File: config.mk
export PLATFORM = sky130hd
export DESIGN_NAME = pbp_ctrl
export DESIGN_NICKNAME = d
export VERILOG_FILES = /design/src/rtl/core/pbp_pkg.sv /design/src/rtl/core/pbp_ctrl.sv
export SDC_FILE = /design/constraint.sdc
export NUM_CORES = 1
export LEC_CHECK = 0
export CAP_MARGIN = 0
export CORE_AREA = 2 2 64 66
export CTS_CLUSTER_SIZE = 28
export DETAILED_ROUTE_END_ITERATION = 8
export DIE_AREA = 0 0 66 68
export DONT_BUFFER_PORTS = 1
export PLACE_DENSITY = 0.84
export SETUP_SLACK_MARGIN = 0.05
export SYNTH_ARGS = -nofsm -noshare
export SYNTH_HDL_FRONTEND = slang
export SYNTH_SLANG_ARGS = --single-unit
File: constraint.sdc
create_clock -name i_clk -period 2.72 [get_ports i_clk]
set_input_delay 0.68 -clock i_clk [delete_from_list [all_inputs] [get_ports i_clk]]
set_output_delay 0.68 -clock i_clk [all_outputs]
set_load 0.01 [all_outputs]
File: src/rtl/core/pbp_pkg.sv
`timescale 1ns / 1ps
`default_nettype none
// ---------------------------------------------------------------------------
// Polyline unit package
// Action codes, status codes and controller command types.
// ---------------------------------------------------------------------------
package pbp_pkg;

    localparam logic [1:0] ACT_ADD   = 2'd0;
    localparam logic [1:0] ACT_HIT   = 2'd1;
    localparam logic [1:0] ACT_BBOX  = 2'd2;
    localparam logic [1:0] ACT_PERIM = 2'd3;

    localparam logic [1:0] ST_OK    = 2'd0;
    localparam logic [1:0] ST_FULL  = 2'd1;
    localparam logic [1:0] ST_EMPTY = 2'd2;

    typedef struct packed {
        logic start;
        logic write_vertex;
        logic clear_result;
        logic load_a;
        logic seg_start;
        logic bbox_first;
        logic bbox_step;
        logic inc_count;
    } t_cmd;

    typedef struct packed {
        logic seg_done;
        logic seg_hit;
    } t_stat;

endpackage
`default_nettype wire

File: src/rtl/core/pbp_ctrl.sv
`timescale 1ns / 1ps
`default_nettype none
// ---------------------------------------------------------------------------
// Polyline controller
// Sequences the vertex walk for each request and drives the result handshake.
// ---------------------------------------------------------------------------
module pbp_ctrl #(
    parameter int MAX_VERTICES = 256,
    parameter int AW           = 8,
    parameter int CW           = 9
) (
    input  wire           i_clk,
    input  wire           i_rst_n,
    input  wire           i_valid,
    output logic          o_ready,
    input  wire [1:0]     i_action,
    input  wire [CW-1:0]  i_count,
    input  pbp_pkg::t_stat i_stat,
    output pbp_pkg::t_cmd o_cmd,
    output logic [1:0]    o_act,
    output logic [AW-1:0] o_rd_addr,
    output logic [AW-1:0] o_wr_addr,
    output logic          o_valid,
    input  wire           i_out_ready,
    output logic [1:0]    o_status,
    output logic          o_hit
);
    typedef enum logic [2:0] {
        S_IDLE, S_RD0, S_LOADA, S_BBOX, S_SEG, S_NEXT, S_OUT
    } t_state;

    t_state r_state;
    logic [CW-1:0] r_idx;
    logic [CW-1:0] r_n;
    logic r_first;
    logic w_acc;

    assign o_ready = (r_state == S_IDLE) && (!o_valid || i_out_ready);
    assign w_acc   = i_valid && o_ready;
    assign o_rd_addr = r_idx[AW-1:0];
    assign o_wr_addr = i_count[AW-1:0];

    always_comb begin
        o_cmd = '0;
        o_cmd.start = w_acc;
        o_cmd.clear_result = w_acc;
        o_cmd.write_vertex = w_acc && i_action == pbp_pkg::ACT_ADD &&
                             i_count < CW'(MAX_VERTICES);
        o_cmd.inc_count = o_cmd.write_vertex;
        o_cmd.bbox_first = (r_state == S_BBOX) && r_first;
        o_cmd.bbox_step  = (r_state == S_BBOX) && !r_first;
        o_cmd.load_a     = (r_state == S_LOADA) ||
                           (r_state == S_NEXT && i_stat.seg_done);
        o_cmd.seg_start  = (r_state == S_SEG) && !r_first;
    end

    always_ff @(posedge i_clk) begin
        if (!i_rst_n) begin
            r_state  <= S_IDLE;
            o_valid  <= 1'b0;
            o_status <= pbp_pkg::ST_OK;
            o_hit    <= 1'b0;
            o_act    <= pbp_pkg::ACT_ADD;
            r_idx    <= '0;
            r_n      <= '0;
            r_first  <= 1'b0;
        end else begin
            if (o_valid && i_out_ready) o_valid <= 1'b0;
            case (r_state)
                S_IDLE: begin
                    if (w_acc) begin
                        o_act    <= i_action;
                        o_hit    <= 1'b0;
                        o_status <= pbp_pkg::ST_OK;
                        r_n      <= i_count;
                        r_idx    <= '0;
                        r_first  <= 1'b1;
                        if (i_action == pbp_pkg::ACT_ADD) begin
                            if (i_count >= CW'(MAX_VERTICES))
                                o_status <= pbp_pkg::ST_FULL;
                            r_state <= S_OUT;
                        end else if (i_count == '0) begin
                            o_status <= pbp_pkg::ST_EMPTY;
                            r_state  <= S_OUT;
                        end else begin
                            r_state <= S_RD0;
                        end
                    end
                end
                S_RD0: begin
                    if (o_act == pbp_pkg::ACT_BBOX) begin
                        r_idx   <= r_idx + CW'(1);
                        r_state <= S_BBOX;
                    end else begin
                        r_state <= S_LOADA;
                    end
                end
                S_LOADA: begin
                    if (r_n == CW'(1)) begin
                        r_state <= S_OUT;
                    end else begin
                        r_idx   <= r_idx + CW'(1);
                        r_state <= S_SEG;
                    end
                end
                S_BBOX: begin
                    r_first <= 1'b0;
                    if (r_idx >= r_n) begin
                        r_state <= S_OUT;
                    end else begin
                        r_idx <= r_idx + CW'(1);
                    end
                end
                S_SEG: begin
                    if (r_first) begin
                        r_first <= 1'b0;
                    end else begin
                        r_state <= S_NEXT;
                    end
                end
                S_NEXT: begin
                    if (i_stat.seg_done) begin
                        if (o_act == pbp_pkg::ACT_HIT && i_stat.seg_hit) begin
                            o_hit   <= 1'b1;
                            r_state <= S_OUT;
                        end else if (r_idx + CW'(1) >= r_n) begin
                            r_state <= S_OUT;
                        end else begin
                            r_idx   <= r_idx + CW'(1);
                            r_first <= 1'b1;
                            r_state <= S_SEG;
                        end
                    end
                end
                S_OUT: begin
                    o_valid <= 1'b1;
                    r_state <= S_IDLE;
                end
                default: r_state <= S_IDLE;
            endcase
        end
    end
endmodule
`default_nettype wire

==> flow_summary.ini, run 1 <==
[outcome]
outcome = finished, violations left
violations = setup timing

[pwr]
finalPower_w = 0.00176
power.density_mw_per_mm2 = 736
p_leak_nw = 1.01
vdd_ir_drop_max_v = 0.000531

[synthesis]
synth_fp_nets = 308
synth-compound-area-share_pct = 19.7
synthCells = 272
synth_area_per_cell_um2 = 7.76
synth-edff-count = 0
synth-xor-area-share_pct = 2.91
yosysWarnings = 0
ys_ff_latch = 28
yosysTopAreaCell = dfxtp_1
synthSimpleGateAreaFrac_pct = 24.0
synth_top_family_by_area = simple AND/OR/NAND/NOR gates
ys_seq_area_share_pct = 26.6
synth_ff_type = dfxtp_1
synthAdderAreaFrac_pct = 11.3
synth_common_cells = 48 x nand2_1, 28 x dfxtp_1, 19 x buf_4, 19 x ha_1
muxShareOfSynthArea_pct = 3.80
yosys.area.top_type_share_pct = 26.6
ys_types = 51
syn_area_mm2 = 0.00211
yosysMostFrequentCell = nand2_1
synthArstFlopShare_pct = 0
synthTopCellsByArea = dfxtp_1 27%, ha_1 11%, nand2_1 8.5%

[floorplan]
fp.dieH_um = 68
io_pins = 48
core_mm2 = 0.00386
initial_core_util_pct = 54.7
rows = 23
die_width_um = 66
design.die.area_mm2 = 0.00449

[detailed_routing]
first_iter_violations = 120
drcViolationCount = 0
vias_per_cell = 5.74
wl_per_cell_um = 16.0
drtAntennaViolNets = 0
first_pass_iters = 4
wirelength_um = 5170
vias = 1861

[clock_tree]
insertion_delay_ns = 0.28
hold_buffers = 0
cts.path.max_buffers = 2
cts_tree = built
cts.sinks = 28
clk_pin_slew_ns = 0.10
h-tree-depth = 1
clockRootBuffer = clkbuf_8
cts_made_buffers = 3

[critical_path]
arrival_ns = 2.98
start_kind = register
reg2reg_slack_ns = -0.05
end_kind = register
worst_path_max_delay_cell = or4_4
path_class = reg2reg
critPathBufInv = 1
critical_path.max_fanout = 4
max_stage_delay_ns = 0.48
cp_cell_sequence = ha_4 -> and3_4 -> and3_4 -> buf_6 -> xnor2_2 -> ha_1 -> a21oi_2 -> o21ai_2 -> a21oi_2 -> o31ai_4 -> or4_4 -> o32ai_2
critical_path.top_delay_family = simple AND/OR/NAND/NOR gates
critPathRequiredTime_ns = 2.92

[grt]
grt_usage_pct = 23.2
grt_overflow = 0
grt_pass1_vias = 1825
grt_max_degree = 35
antenna_found_initial = 0
grt_pass1_wl_um = 8000

[sta]
hold_viol_final = 0
finalMaxSlewViolations = 0
tightest_slew_ns = 0.774
skew_ns = 0.00380
setup_viol = 3
fmax_mhz = 361
finalCritPeriodShare_pct = 102
finalCriticalPeriod_ns = 2.77
slew_headroom_pct = 48.2
rsz0062_at_grt = true
timing.final.ws_setup_ns = -0.0522

[place]
dp.cells = 314
port_buffers = 0
dp_hpwl_um = 3530
gp_congestion = 0.927

[layout]
antenna_cells = 0
layout-drive-gt1-share_pct = 22.3
fin_util_pct = 61.8
area_delta_synth_final_pct = 13.0
instances_no_fill = 324
fin_nets = 311
n_fill_cell = 335

[flow_run]
maxCapViolCount = 0

[min_path]
min_path_type = reg2reg
power breakdown:
group / total [W] / switching [W] / leakage [nW] / internal (W)
Sequential: 0.000582 / 0.000111 / 0.230 / 0.000471
Clock: 0.000242 / 0.000140 / 0.0231 / 0.000102
Combinational: 0.000931 / 0.000540 / 0.752 / 0.000391
worst paths after layout:
| check | start | to | cells after the start |
|---|---|---|---|
| min | r_n[4]$_SDFFE_PN0P_ | r_n[4]$_SDFFE_PN0P_ | 2 |
| max | r_idx[1]$_SDFFE_PN0P_ | r_idx[5]$_SDFFE_PN0P_ | 12 |
| max reg2reg | r_idx[1]$_SDFFE_PN0P_ | r_idx[5]$_SDFFE_PN0P_ | 12 |
| min reg2reg | r_n[4]$_SDFFE_PN0P_ | r_n[4]$_SDFFE_PN0P_ | 2 |
worst register-to-register path: stages, from the launching register on:
cell	delay, ns
dfxtp_4	0.37
ha_4	0.16
and3_4	0.17
and3_4	0.19
buf_6	0.12
xnor2_2	0.14
ha_1	0.31
a21oi_2	0.16
o21ai_2	0.09
a21oi_2	0.20
o31ai_4	0.10
or4_4	0.48
o32ai_2	0.20
kinds of logic after synthesis:
kind of cell,after synthesis
DFF,28
and+or+nand+nor,104
xor gates and xnor gates,7
adders and majority gates,19
muxes,8
buffers and inverters,46
AOI/OAI and AO/OA,60
final cells by class:
class                   instances  area (um2)  area share, %
repair buffers                 28         214           8.97
flip-flops and latches         28         569           23.9
well taps                      50        62.6           2.62
clock inverters                 1        3.75          0.157
clock buffers                   3        41.3           1.73
multi-input cells             198        1430           60.1
inverters                      16        60.1           2.52
through the flow:
stage | setup WS (ns) | setup TNS [ns] | hold WS [ns] | area [um2]
finish | -0.0522 | -0.131 | 0.469 | 2380
global route | -0.168 | -1.11 | 0.492 | 2380
CTS | -0.0146 | -0.0146 | 0.471 | 2310
detailed placement | -0.121 | -0.683 | 0.458 | 2180
global placement | 0.0301 | 0 | 0.450 | 2180
floorplan | 0.0730 | 0 | 0.443 | 2140
placed cells by master (no fill, tap or decap), types with 7 or more instances in the layout:
master,n
buf_4,27
a21boi_0,12
a21oi_1,9
nor2_1,15
inv_1,15
mux2i_1,8
dfxtp_1,25
o21ai_0,9
nand3_1,8
nand2_1,48
nor3_1,7
ha_1,18
layer usage:
metal	routed length [um]	track usage, %
met5	0	0
met4	145	9.18
met3	289	4.11
met2	2480	39.0
met1	2260	29.6
sequential cells by signal (all words and copies together), names as in the netlist:
register and flops:
r_idx 9, r_n 9, r_state 3, o_act 2
o_status 2, o_hit 1, o_valid 1, r_first 1
what timing repair did:
item	CTS	global route
setup buffers	3	3
pin swaps	4	3
hold endpoints to repair	0	0
setup endpoints to repair	9	10
resized for setup	13	8
(Power assumes the default switching activity.)
==> inputs of run 2 (changes only) <==
--- a/config.mk
+++ b/config.mk
@@ -5,13 +5,14 @@
 export SDC_FILE = /design/constraint.sdc
 export NUM_CORES = 1
 export LEC_CHECK = 0
+export ABC_AREA = 1
 export CAP_MARGIN = 0
 export CORE_AREA = 2 2 64 66
 export CTS_CLUSTER_SIZE = 28
 export DETAILED_ROUTE_END_ITERATION = 8
 export DIE_AREA = 0 0 66 68
 export DONT_BUFFER_PORTS = 1
-export PLACE_DENSITY = 0.84
+export PLACE_DENSITY = 0.83
 export SETUP_SLACK_MARGIN = 0.05
 export SYNTH_ARGS = -nofsm -noshare
 export SYNTH_HDL_FRONTEND = slang
==> constraint.sdc (replaced) <==
create_clock -name i_clk -period 3.25 [get_ports i_clk]
set_input_delay 0.8125 -clock i_clk [delete_from_list [all_inputs] [get_ports i_clk]]
set_output_delay 0.8125 -clock i_clk [all_outputs]
set_load 0.01 [all_outputs]
==> run 2 against run 1 <==
  * The run now ends clean
  * Die area unchanged
  * Flip-flop and latch count unchanged
  * Worst setup slack better by 0.50 ns
  * Global-route usage down 1.8 points
  * Largest cell class unchanged
  * Largest power group unchanged
==> flow_summary.ini, run 2 <==
[outcome]
outcome = completed

[layout]
antenna_cells = 0
area_delta_synth_final_pct = -1.26
final_common_cell = nand2_1
final_cell_mix = 69 x nand2_1, 63 x nor2_1, 50 x inv_1, 27 x dfxtp_1, 24 x a21oi_1
largestRegisters = r_idx x9, r_n x9, r_state x3
fin_nets = 356
layout-drive-gt1-share_pct = 6.27

[detailed_routing]
first_pass_iters = 4
wirelength_um = 4590
vias = 1920
first_iter_violations = 84
vias_per_cell = 5.20
drcViolationCount = 0
wl_per_cell_um = 12.4
drtAntennaViolNets = 0

[floorplan]
core_mm2 = 0.00386
design.die.area_mm2 = 0.00449
die_width_um = 66
io_pins = 48
fp.dieH_um = 68
rows = 23
initial_core_util_pct = 56.5

[clock_tree]
cts_setup_buffers = 0
cts.path.max_buffers = 2
clk_pin_slew_ns = 0.11
cts_made_buffers = 3
cts.sinks = 28
cts_tree = built
insertion_delay_ns = 0.28
clockRootBuffer = clkbuf_8
h-tree-depth = 1

[place]
dp_hpwl_um = 3610
gp_congestion = 0.866
pre_cts_slack_ns = 0.396
port_buffers = 0

[synthesis]
ys_ff_latch = 28
yosysTopAreaCell = dfxtp_1
synthTopCellsByArea = dfxtp_1 26%, nand2_1 12%, ha_1 11%
yosysMostFrequentCell = nand2_1
synth_area_per_cell_um2 = 6.44
synthArstFlopShare_pct = 0
ys_seq_area_share_pct = 25.7
synth_common_cells = 69 x nand2_1, 63 x nor2_1, 50 x inv_1, 28 x dfxtp_1, 24 x a21oi_1
synthCells = 338
synth-edff-count = 0
ys_types = 28
synth_ff_type = dfxtp_1
yosysWarnings = 0
syn_area_mm2 = 0.00218
synth_fp_nets = 374
yosys.area.top_type_share_pct = 25.7

[sta]
tightest_slew_ns = 0.623
worst_hold_slack_ns = 0.515
fmax_mhz = 357
finalMaxSlewViolations = 0
hold_viol_final = 0
rsz0062_at_grt = false
finalCritPeriodShare_pct = 86.2
setup_viol = 0
timing.final.ws_setup_ns = 0.450
slew_headroom_pct = 58.2
finalCriticalPeriod_ns = 2.80
fin_tns_setup_ns = 0
skew_ns = 0.00321

[pwr]
power.density_mw_per_mm2 = 947
vdd_ir_drop_max_v = 0.000480
p_seq_share_pct = 28.1
swShare_pct = 49.7
p_sw_w = 0.00101
p_leak_nw = 1.10
clockPowerShare_pct = 14.2
combPwrFrac_pct = 57.7
internal_power_w = 0.00102

[grt]
antenna_found_initial = 0
grt_pass1_wl_um = 7550
grt_usage_pct = 21.4
grt_max_degree = 28
grt_overflow = 0
grt_pass1_vias = 1759

[critical_path]
arrival_ns = 2.99
critPathRequiredTime_ns = 3.44
start_kind = register
r2r_cells = 15
end_kind = register
critical_path.max_fanout = 18
path_class = reg2reg

[min_path]
min_path_type = reg2reg
min_path_cells = 2

[flow_run]
maxCapViolCount = 0
==> run 2: cell count changes in the layout (fill, tap and decap cells not counted), sizes merged, moves of 5 or more <==
| cell | change |
|---|---|
| a21oi | +12 |
| mux2i | -8 |
| nor2 | +51 |
| nand2 | +23 |
| a21boi | -12 |
| nand3 | +10 |
| inv | +37 |
| buf | -27 |
| o21ai | +5 |
==> run 2: logic make-up (layout without fill, tap and decap cells) <==
logic type	count (synthesis)	count (layout)	synth area share, %
xor+xnor	5	5	2.01
simple gates	165	165	34.1
buf+inv	78	59	17.1
fa+ha+maj	19	19	10.9
compound gates	43	43	10.2
flops	28	28	25.7
==> run 2: area by class of cell <==
type	count	area, um2
clock inverters	1	30.0
clock buffers	3	41.3
well taps	50	62.6
inverters	54	203
multi-input cells	232	1240
flip-flops and latches	28	562
repair buffers	1	7.51
fillers	387	1710
==> run 2: path summary, 6_finish.rpt <==
| kind | slack (ns) | from | to |
|---|---|---|---|
| setup / recovery | 0.45 | r_idx[1]$_SDFFE_PN0P_ | r_idx[5]$_SDFFE_PN0P_ |
| hold / removal | 0.52 | r_n[0]$_SDFFE_PN0P_ | r_n[0]$_SDFFE_PN0P_ |
| setup reg to reg | 0.45 | r_idx[1]$_SDFFE_PN0P_ | r_idx[5]$_SDFFE_PN0P_ |
| hold reg to reg | 0.52 | r_n[0]$_SDFFE_PN0P_ | r_n[0]$_SDFFE_PN0P_ |
==> run 2: per-stage QoR <==
step | cell area [um2] | total power, W | cells | util [%]
floorplan | 2180 | 0.00159 | 338 | -
global placement | 2080 | 0.00169 | 365 | 53.9
detailed placement | 2080 | 0.00175 | 365 | 53.9
CTS | 2150 | 0.00204 | 369 | 55.7
global route | 2150 | 0.00225 | 369 | 55.8
finish | 2150 | 0.00204 | 369 | 55.8
==> run 2: repair_timing <==
item	in CTS	in global routing
setup endpoints to repair	0	1
endpoints found under the hold margin	0	0
hold buffers	0	0
gates resized for setup	0	1
==> run 2: power groups by stage <==
stage	logic, W	clock network [W]	registers (W)
2_1_floorplan	0.00105	0	0.000539
3_3_place_gp	0.00112	0	0.000575
3_5_place_dp	0.00117	0	0.000579
4_1_cts	0.00118	0.000288	0.000570
5_1_grt	0.00136	0.000300	0.000587
6_report	0.00118	0.000289	0.000572
==> run 2: metal layers <==
metal | part of all wire [%] | up-vias | track usage [%]
met5 | 0 | - | 0
met4 | 0.50 | 0 | 3.57
met3 | 7.3 | 4 | 5.92
met2 | 48 | 69 | 38.6
met1 | 44 | 843 | 25.8
li1 | - | 1004 | -
==> run 2: worst max-delay path, stage by stage, from the launching register on <==
cell and delay, ns:
dfxtp_1 0.44, ha_1 0.23, nand3_1 0.13, nor2_1 0.16
nand4_1 0.11, xor2_1 0.22, inv_1 0.07, ha_1 0.29
nand2_1 0.12, inv_1 0.06, a21oi_1 0.17, nand4_1 0.11
nand2_1 0.14, nand3_4 0.20, nor2_1 0.17, nor2_1 0.07
